==> config.mk <==
export PLATFORM = sky130hd
export DESIGN_NAME = pmbb_decode
export DESIGN_NICKNAME = d
export VERILOG_FILES = /design/src/rtl/core/pmbb_pkg.sv /design/src/rtl/core/pmbb_decode.sv
export SDC_FILE = /design/constraint.sdc
export NUM_CORES = 1
export LEC_CHECK = 0
export ABC_AREA = 0
export BUFFER_PORTS_ARGS = -buffer_cell sky130_fd_sc_hd__buf_2
export CORE_ASPECT_RATIO = 1.75
export CORE_MARGIN = 2
export CORE_UTILIZATION = 34
export DETAILED_ROUTE_END_ITERATION = 12
export GPL_TIMING_DRIVEN = 0
export PLACE_DENSITY = 0.53
export SLEW_MARGIN = 20
export SYNTH_ARGS = -nofsm -noshare
export SYNTH_HDL_FRONTEND = slang
export SYNTH_SLANG_ARGS = --single-unit
==> constraint.sdc <==
create_clock -name vclk -period 6.5
set_input_delay 0.325 -clock vclk [all_inputs]
set_output_delay 0.325 -clock vclk [all_outputs]
set_load 0.01 [all_outputs]
==> src/rtl/core/pmbb_pkg.sv <==
// ----------------------------------------------------------------------------
// pmbb_pkg: shared types and constants of the page mode bitmap blitter
// Frame geometry, item and result words, and the per-item access plan.
// ----------------------------------------------------------------------------
package pmbb_pkg;

	localparam int FRAME_COLUMNS = 128;
	localparam int FRAME_ROWS = 64;
	localparam int PAGE_COUNT = (FRAME_ROWS + 7) / 8;
	localparam int STORE_SIZE = FRAME_COLUMNS * PAGE_COUNT;
	localparam int ADDR_W = $clog2(STORE_SIZE);
	localparam int AT_W = 13;
	localparam int OUT_DEPTH = 4;
	localparam int OUT_PTR_W = $clog2(OUT_DEPTH);
	localparam int USED_W = $clog2(OUT_DEPTH + 1);

	typedef enum logic [1:0] {
		OP_BLIT = 2'd0,
		OP_CLEAR = 2'd1,
		OP_READ = 2'd2,
		OP_READ_CLEAR = 2'd3
	} op_t;

	typedef struct packed {
		op_t operation;
		logic [7:0] pos_x;
		logic [7:0] pos_y;
		logic [7:0] bitmap_height;
		logic [7:0] clip_offset;
		logic invert;
		logic [4:0] row_index;
		logic [7:0] column_index;
		logic [7:0] pixel_bits;
	} in_item_t;

	typedef struct packed {
		logic [7:0] read_data;
		logic wrote_upper;
		logic wrote_lower;
	} out_item_t;

	typedef struct packed {
		logic [ADDR_W-1:0] up_addr;
		logic up_wr;
		logic up_clear;
		logic [7:0] up_bits;
		logic show_old;
		logic show_new;
		logic [ADDR_W-1:0] lo_addr;
		logic lo_wr;
		logic [7:0] lo_bits;
	} plan_t;

endpackage

==> src/rtl/core/pmbb_decode.sv <==
// ----------------------------------------------------------------------------
// pmbb_decode: placement, clipping and masking of one item
// Turns an item into the page byte accesses that it needs.
// ----------------------------------------------------------------------------
module pmbb_decode (
	input  pmbb_pkg::in_item_t item,
	input  logic [7:0] vertical_offset,
	output pmbb_pkg::plan_t plan
);

	logic [7:0] yy;
	logic [7:0] y;
	logic [7:0] bottom;
	logic [7:0] top;
	logic [7:0] nxt;
	logic [7:0] x;
	logic [7:0] d_left;
	logic [7:0] d_right;
	logic [7:0] mask;
	logic [7:0] pixels;
	logic [15:0] placed;
	logic clipped;
	logic go;
	logic top_in;
	logic aligned;
	logic [pmbb_pkg::AT_W-1:0] upper_at;
	logic [pmbb_pkg::AT_W-1:0] lower_at;
	logic [pmbb_pkg::AT_W-1:0] target_at;
	logic target_ok;
	logic upper_ok;
	logic lower_ok;
	logic is_blit;

	always_comb begin
		yy = item.pos_y + vertical_offset;
		y = yy - item.clip_offset;
		bottom = yy + item.bitmap_height;
		top = {item.row_index, 3'b000} + y;
		nxt = top + 8'd8;
		x = item.pos_x + item.column_index;
		d_left = yy - top;
		d_right = nxt - bottom;

		mask = 8'hFF;
		if (item.clip_offset != 8'd0) begin
			if (top < yy) begin
				mask = (d_left[7:3] != 5'd0) ? 8'h00 : (8'hFF << d_left[2:0]);
			end else if (nxt > bottom) begin
				mask = (d_right[7:3] != 5'd0) ? 8'h00 : (8'hFF >> d_right[2:0]);
			end
		end

		clipped = (item.clip_offset != 8'd0) && ((nxt < yy)
			|| ({1'b0, nxt} > 9'(pmbb_pkg::FRAME_ROWS)) || (top > bottom));
		go = (item.row_index < item.bitmap_height[7:3]) && !clipped
			&& ({1'b0, x} < 9'(pmbb_pkg::FRAME_COLUMNS));

		pixels = (item.invert ? ~item.pixel_bits : item.pixel_bits) & mask;
		placed = {8'h00, pixels} << y[2:0];

		upper_at = pmbb_pkg::AT_W'(top[7:3]) * pmbb_pkg::AT_W'(pmbb_pkg::FRAME_COLUMNS)
			+ pmbb_pkg::AT_W'(x);
		lower_at = pmbb_pkg::AT_W'(nxt[7:3]) * pmbb_pkg::AT_W'(pmbb_pkg::FRAME_COLUMNS)
			+ pmbb_pkg::AT_W'(x);
		target_at = pmbb_pkg::AT_W'(item.pos_y[7:3])
			* pmbb_pkg::AT_W'(pmbb_pkg::FRAME_COLUMNS) + pmbb_pkg::AT_W'(item.pos_x);

		top_in = {1'b0, top} < 9'(pmbb_pkg::FRAME_ROWS);
		aligned = (y[2:0] == 3'd0);
		upper_ok = go && top_in && (upper_at < pmbb_pkg::AT_W'(pmbb_pkg::STORE_SIZE));
		lower_ok = go && !(aligned && top_in)
			&& ({1'b0, nxt} < 9'(pmbb_pkg::FRAME_ROWS))
			&& (lower_at < pmbb_pkg::AT_W'(pmbb_pkg::STORE_SIZE));
		target_ok = ({1'b0, item.pos_x} < 9'(pmbb_pkg::FRAME_COLUMNS))
			&& ({1'b0, item.pos_y[7:3]} < 6'(pmbb_pkg::PAGE_COUNT))
			&& (target_at < pmbb_pkg::AT_W'(pmbb_pkg::STORE_SIZE));

		is_blit = (item.operation == pmbb_pkg::OP_BLIT);

		plan.up_addr = is_blit ? upper_at[pmbb_pkg::ADDR_W-1:0]
			: target_at[pmbb_pkg::ADDR_W-1:0];
		plan.up_bits = placed[7:0];
		plan.lo_addr = lower_at[pmbb_pkg::ADDR_W-1:0];
		plan.lo_bits = placed[15:8];
		plan.lo_wr = is_blit && lower_ok;
		plan.show_new = is_blit && upper_ok;
		plan.up_clear = 1'b0;
		plan.up_wr = 1'b0;
		plan.show_old = 1'b0;
		case (item.operation)
			pmbb_pkg::OP_BLIT: begin
				plan.up_wr = upper_ok;
			end
			pmbb_pkg::OP_CLEAR: begin
				plan.up_wr = target_ok;
				plan.up_clear = 1'b1;
			end
			pmbb_pkg::OP_READ: begin
				plan.show_old = target_ok;
			end
			pmbb_pkg::OP_READ_CLEAR: begin
				plan.up_wr = target_ok;
				plan.up_clear = 1'b1;
				plan.show_old = target_ok;
			end
			default: begin
				plan.up_wr = 1'b0;
			end
		endcase
	end

endmodule

==> results of run 1 <==
-- critical path, delay by kind of cell --
| family | cells | cell delay, ns |
|---|---|---|
| adder cells (fa/ha/maj) | 5 | 1.36 |
| AO/OA/AOI/OAI | 11 | 1.89 |
| AND/OR/NAND/NOR | 5 | 0.99 |
| XOR/XNOR | 6 | 1.02 |
| buffers and inverters | 3 | 0.39 |
-- layer usage --
layer / GRT usage / up-vias
met1: 0.2138 / 1828
met2: 0.4076 / 148
met4: 0.06423 / 0
li1: - / 2030
met3: 0.01501 / 37
met5: 0 / -
-- cell families (layout without fill, tap and decap cells) --
| kind of cell | count (synthesis) | count (layout) | synth area share |
|---|---|---|---|
| AO/OA/AOI/OAI | 139 | 140 | 0.2849 |
| adder cells (fa/ha/maj) | 77 | 77 | 0.2892 |
| other | 1 | 1 | 0.001067 |
| multiplexers | 1 | 1 | 0.002849 |
| XOR/XNOR | 52 | 52 | 0.1296 |
| buffers and inverters | 54 | 185 | 0.05947 |
| AND/OR/NAND/NOR | 161 | 161 | 0.2329 |
-- repair_timing --
action                                  CTS  global route
cloned                                    0             2
endpoints found under the setup margin   15            15
pin swaps                                 8            37
hold endpoints to repair                  0             0
buffers inserted                          6            21
resized for setup                        35            41
-- layout make-up --
| type | instances | area [um2] |
|---|---|---|
| Multi-Input combinational cell | 432 | 3759 |
| Tap cell | 127 | 158.9 |
| Fill cell | 1056 | 5305 |
| Buffer | 11 | 53.80 |
| Timing Repair Buffer | 131 | 735.7 |
| Inverter | 43 | 165.2 |
-- through the flow --
stage	setup slack, ns	setup TNS (ns)	hold slack, ns
detailed placement	-0.8453	-9.926	0.9470
CTS	-0.006045	-0.009044	0.9470
global route	-0.09542	-0.6224	0.9674
finish	0.1624	0	0.9449
global placement	-0.8396	-9.666	0.9429
floorplan	0.3839	0	0.7515
-- cells in the final DEF, fill, tap and decap left out, drive strengths merged, types with 3 or more instances in the layout --
| cell | n |
|---|---|
| fa | 7 |
| a21oi | 39 |
| xnor2 | 27 |
| or2 | 5 |
| a2111oi | 4 |
| clkbuf | 8 |
| a21o | 13 |
| or3 | 3 |
| inv | 41 |
| nor2b | 11 |
| o2bb2ai | 3 |
| ha | 70 |
| nor3b | 3 |
| o221ai | 5 |
| nand2 | 53 |
| o2111ai | 3 |
| and2 | 9 |
| o21bai | 3 |
| o22ai | 4 |
| a211oi | 4 |
| buf | 134 |
| o211ai | 8 |
| nand4 | 7 |
| and3 | 4 |
| o21ai | 23 |
| nor2 | 17 |
| nand2b | 5 |
| nor3 | 16 |
| o31ai | 3 |
| nand3 | 19 |
| a31oi | 3 |
| o21a | 7 |
| xor2 | 25 |
-- worst paths after layout --
check | from | endpoint | slack (ns) | depth (start not counted)
worst max-delay path | vertical_offset[0] | plan[3] | 0.16 | 30
worst min-delay path | item[51] | plan[36] | 0.94 | 4
==> flow_results.xml, run 1 <==
<?xml version="1.0" encoding="UTF-8"?>
<metrics>
  <group name="floorplanning">
    <metric name="die_w" unit="um">80.84</metric>
    <metric name="placement_rows" unit="">49</metric>
    <metric name="boundaryPins" unit="">105</metric>
    <metric name="core-area" unit="um2">10180</metric>
    <metric name="die_area" unit="um2">11190</metric>
    <metric name="initial_utilization" unit="">0.3452</metric>
    <metric name="die-height" unit="um">138.5</metric>
  </group>
  <group name="timing">
    <metric name="report.final.slew_viol_count" unit="">0</metric>
    <metric name="rsz0062_at_grt" unit="">true</metric>
    <metric name="max_clock_freq" unit="GHz">0.1578</metric>
    <metric name="worstMarginPinSlew" unit="ns">0.9771</metric>
    <metric name="portion_of_the_clock_cycle_consumed_by_the_worst_path_in_the_final_layout" unit="">0.9750</metric>
    <metric name="report.final.hold_viol_count" unit="">0</metric>
    <metric name="shortest_clock_period_the_worst_path_allows_after_layout" unit="ns">6.338</metric>
    <metric name="slew_headroom" unit="">0.3464</metric>
    <metric name="report.final.setup_viol" unit="">0</metric>
  </group>
  <group name="layout">
    <metric name="seq_cells" unit="">0</metric>
    <metric name="layout.clock_buffers" unit="">0</metric>
    <metric name="post_route_cells_drive_above_1_share" unit="">0.3323</metric>
    <metric name="design.final.nets" unit="">760</metric>
    <metric name="num_antenna_cells" unit="">0</metric>
    <metric name="fin_area" unit="um2">4872</metric>
    <metric name="ff_latch_area" unit="um2">0</metric>
    <metric name="layout.core_utilization" unit="">0.4787</metric>
    <metric name="post_layout_nonfiller_instances" unit="">744</metric>
    <metric name="area_growth" unit="%">38.68</metric>
  </group>
  <group name="grt">
    <metric name="antenna_found_initial" unit="">0</metric>
    <metric name="gr-total-overflow" unit="">0</metric>
    <metric name="grt_start_max_net_pins" unit="">14</metric>
    <metric name="grt_pass1_wl" unit="mm">18.77</metric>
    <metric name="first_global_vias" unit="">4000</metric>
    <metric name="groute.usage.overall" unit="">0.2044</metric>
  </group>
  <group name="setup_path">
    <metric name="critPathCaptureType" unit="">primary output</metric>
    <metric name="critical_path_at" unit="ns">6.01</metric>
    <metric name="path_class" unit="">in2out</metric>
    <metric name="worst_ep_required_time" unit="ns">6.17</metric>
    <metric name="worst-path-max-fanout" unit="">5</metric>
    <metric name="max_stage_delay" unit="ns">0.42</metric>
    <metric name="setup.worst_path.start_class" unit="">input port</metric>
    <metric name="crit_path_top_delay_cell" unit="">fa_2</metric>
  </group>
  <group name="clock_network">
    <metric name="cts_hold_repair.buffers" unit="">0</metric>
  </group>
  <group name="placed_design">
    <metric name="dpl-instance-area" unit="um2">4188</metric>
    <metric name="post-dp-hpwl" unit="mm">9.799</metric>
    <metric name="io_buffers" unit="">103</metric>
    <metric name="place.gp.congestion" unit="">0.9088</metric>
    <metric name="placedCellCount" unit="">715</metric>
  </group>
  <group name="logic_synthesis">
    <metric name="ys_seq_area_frac" unit="">0</metric>
    <metric name="post_synth.cell_area_avg" unit="um2">7.244</metric>
    <metric name="post_synth_instance_area" unit="um2">3513</metric>
    <metric name="synth_top_cell_area_share" unit="">0.2493</metric>
    <metric name="synth.top_cells.by_count" unit="">ha_1, nand2_1, inv_1, a21oi_1, xnor2_1</metric>
    <metric name="ys_warn_count" unit="">0</metric>
    <metric name="synthMostInstantiatedCell" unit="">ha_1</metric>
    <metric name="yosysTopAreaCell" unit="">ha_1</metric>
    <metric name="synth.top_cells.by_area" unit="">ha_1, xnor2_1, xor2_1</metric>
    <metric name="synthDistinctLibCells" unit="">69</metric>
    <metric name="synthCells" unit="">485</metric>
    <metric name="synth_nets" unit="">626</metric>
  </group>
  <group name="drt">
    <metric name="first_iter_violations" unit="">110</metric>
    <metric name="detail_route.wirelength" unit="mm">11.91</metric>
    <metric name="drt_pass1_iterations" unit="">4</metric>
    <metric name="wl_met1" unit="mm">4.213</metric>
    <metric name="met3_length" unit="um">529</metric>
    <metric name="drc_errors" unit="">0</metric>
    <metric name="highest_layer" unit="">met4</metric>
    <metric name="wl_met2" unit="mm">6.692</metric>
    <metric name="total_vias_in_the_final_route" unit="">4043</metric>
    <metric name="wire_per_inst" unit="um">16.01</metric>
    <metric name="route.antenna.remaining_nets" unit="">0</metric>
    <metric name="routed_via_density" unit="">5.434</metric>
  </group>
  <group name="run_status">
    <metric name="status" unit="">complete, no violations</metric>
  </group>
  <group name="run">
    <metric name="drv_cap" unit="">0</metric>
  </group>
  <group name="hold_path">
    <metric name="min_path_type" unit="">in2out</metric>
  </group>
</metrics>
Power of run 1 is left out: the tool's default activity adds up to more than one toggle a clock period on the data nets, which glitch-free logic cannot reach.
==> inputs of run 2 (changes only) <==
--- a/config.mk
+++ b/config.mk
@@ -9,10 +9,10 @@
 export BUFFER_PORTS_ARGS = -buffer_cell sky130_fd_sc_hd__buf_2
 export CORE_ASPECT_RATIO = 1.75
 export CORE_MARGIN = 2
-export CORE_UTILIZATION = 34
+export CORE_UTILIZATION = 39
 export DETAILED_ROUTE_END_ITERATION = 12
 export GPL_TIMING_DRIVEN = 0
-export PLACE_DENSITY = 0.53
+export SKIP_LAST_GASP = 1
 export SLEW_MARGIN = 20
 export SYNTH_ARGS = -nofsm -noshare
 export SYNTH_HDL_FRONTEND = slang
==> run 2 against run 1 <==
Maximum frequency fell by 1.1%. Setup slack got worse by 0.068 ns. Largest cell class unchanged. Flip-flop and latch count did not move. Highest routed layer unchanged. Cell count fell by 1.6%.
==> flow_results.xml, run 2 (synthesis gave the netlist of run 1 again) <==
<?xml version="1.0" encoding="UTF-8"?>
<metrics>
  <group name="run_status">
    <metric name="status" unit="">complete, no violations</metric>
  </group>
  <group name="floorplanning">
    <metric name="boundaryPins" unit="">105</metric>
    <metric name="die_w" unit="um">75.75</metric>
    <metric name="die_area" unit="um2">9814</metric>
    <metric name="core-area" unit="um2">8727</metric>
    <metric name="die-height" unit="um">129.6</metric>
    <metric name="placement_rows" unit="">45</metric>
    <metric name="initial_utilization" unit="">0.4026</metric>
  </group>
  <group name="layout">
    <metric name="num_antenna_cells" unit="">0</metric>
    <metric name="post_route_cells_drive_above_1_share" unit="">0.3268</metric>
    <metric name="multiInputGateArea" unit="um2">3769</metric>
    <metric name="layout.clock_buffers" unit="">0</metric>
    <metric name="commonest_non_fill_non_tap_cell_in_the_layout" unit="">buf_2</metric>
    <metric name="area_growth" unit="%">38.25</metric>
    <metric name="fin_area" unit="um2">4857</metric>
    <metric name="seq_cells" unit="">0</metric>
    <metric name="filler_cell_count" unit="">845</metric>
    <metric name="layout_common_cells" unit="">buf_2, ha_1, nand2_1, inv_1, a21oi_1</metric>
    <metric name="ff_latch_area" unit="um2">0</metric>
    <metric name="design.final.nets" unit="">758</metric>
  </group>
  <group name="grt">
    <metric name="grt_pass1_wl" unit="mm">18.80</metric>
    <metric name="antenna_found_initial" unit="">0</metric>
    <metric name="first_global_vias" unit="">4129</metric>
    <metric name="groute.usage.overall" unit="">0.2396</metric>
    <metric name="grt_start_max_net_pins" unit="">14</metric>
    <metric name="gr-total-overflow" unit="">0</metric>
  </group>
  <group name="placed_design">
    <metric name="io_buffers" unit="">103</metric>
    <metric name="place.gp.congestion" unit="">0.9240</metric>
    <metric name="post-place-ws" unit="ns">-0.7249</metric>
    <metric name="post-dp-hpwl" unit="mm">9.598</metric>
    <metric name="dpl-instance-area" unit="um2">4175</metric>
  </group>
  <group name="drt">
    <metric name="route.antenna.remaining_nets" unit="">0</metric>
    <metric name="wire_per_inst" unit="um">16.64</metric>
    <metric name="routed_via_density" unit="">5.762</metric>
    <metric name="total_vias_in_the_final_route" unit="">4218</metric>
    <metric name="first_iter_violations" unit="">187</metric>
    <metric name="drt_pass1_iterations" unit="">6</metric>
    <metric name="detail_route.wirelength" unit="mm">12.18</metric>
    <metric name="drc_errors" unit="">0</metric>
  </group>
  <group name="setup_path">
    <metric name="cp-startpoint" unit="">item[38]</metric>
    <metric name="path_cells" unit="">buf_6 -&gt; ha_4 -&gt; fa_2 -&gt; clkinvlp_4 -&gt; fa_2 -&gt; nor2b_2 -&gt; o21ai_1 -&gt; nand2b_1 -&gt; xor2_2 -&gt; fa_2 -&gt; ha_1 -&gt; ha_2 -&gt; and2b_1 -&gt; nand2_1 -&gt; or3_4 -&gt; a31oi_4 -&gt; o211ai_4 -&gt; o221ai_4 -&gt; a311oi_4 -&gt; buf_4 -&gt; a211oi_2 -&gt; buf_2</metric>
    <metric name="critPathCaptureType" unit="">primary output</metric>
    <metric name="critPathMostFrequentCell" unit="">fa_2</metric>
    <metric name="max_stage_delay" unit="ns">0.64</metric>
    <metric name="worst-path-max-fanout" unit="">8</metric>
    <metric name="setup.worst_path.start_class" unit="">input port</metric>
    <metric name="crit_path_top_delay_cell" unit="">fa_2</metric>
    <metric name="path_class" unit="">in2out</metric>
    <metric name="critical_path_at" unit="ns">6.08</metric>
    <metric name="worst_ep_required_time" unit="ns">6.17</metric>
  </group>
  <group name="timing">
    <metric name="fin_hold_ws" unit="ns">0.9499</metric>
    <metric name="shortest_clock_period_the_worst_path_allows_after_layout" unit="ns">6.405</metric>
    <metric name="report.final.hold_viol_count" unit="">0</metric>
    <metric name="slew_headroom" unit="">0.3351</metric>
    <metric name="rsz0062_at_grt" unit="">true</metric>
    <metric name="max_clock_freq" unit="GHz">0.1561</metric>
    <metric name="report.final.setup_viol" unit="">0</metric>
    <metric name="portion_of_the_clock_cycle_consumed_by_the_worst_path_in_the_final_layout" unit="">0.9855</metric>
    <metric name="worstMarginPinSlew" unit="ns">0.9939</metric>
    <metric name="timing.final.ws_setup" unit="ns">0.09457</metric>
    <metric name="fin_tns_setup" unit="ns">0</metric>
    <metric name="report.final.slew_viol_count" unit="">0</metric>
  </group>
  <group name="run">
    <metric name="drv_cap" unit="">0</metric>
  </group>
  <group name="hold_path">
    <metric name="worst_hold_startpoint" unit="">item[49]</metric>
    <metric name="min_path_type" unit="">in2out</metric>
  </group>
</metrics>
[run 2: worst max-delay path, delay by kind of cell]
kind | cells | cell delay [ns]
buf+inv | 4 | 0.65
compound gates | 6 | 1.19
xor+xnor | 1 | 0.24
fa+ha+maj | 6 | 2.64
simple gates | 5 | 1.02
[run 2: path summary, 6_finish.rpt]
| kind | slack, ns | to | depth (start not counted) |
|---|---|---|---|
| hold / removal | 0.95 | plan[34] | 4 |
| setup / recovery | 0.09 | plan[3] | 22 |
[run 2: final cells by class]
class                      instances  share of cell area
buffer                            11             0.01108
tap                              117             0.03014
timing repair buffer             129              0.1489
inverter                          43             0.03400
multi-input combinational        432              0.7759
[run 2: what timing repair did]
action,4_1_cts,5_1_grt
pin swaps,8,40
buffers inserted,8,17
hold buffers,0,0
gates cloned,1,1
gates resized for setup,30,49
setup endpoints to repair,15,15
[run 2: through the flow]
| stage | cells | utilization |
|---|---|---|
| after floorplan | 485 | - |
| after global placement | 705 | 0.4784 |
| after detailed placement | 705 | 0.4784 |
| after CTS | 714 | 0.5092 |
| after global routing | 732 | 0.5566 |
| final | 732 | 0.5566 |
[run 2: metal layers]
layer,up-vias,GRT usage,share of wire
met5,-,0,0
met4,0,0.1280,0.062
met3,54,0.01944,0.046
met2,193,0.4569,0.54
met1,1941,0.2423,0.35
li1,2030,-,-
Power of run 2 is left out for the same reason.
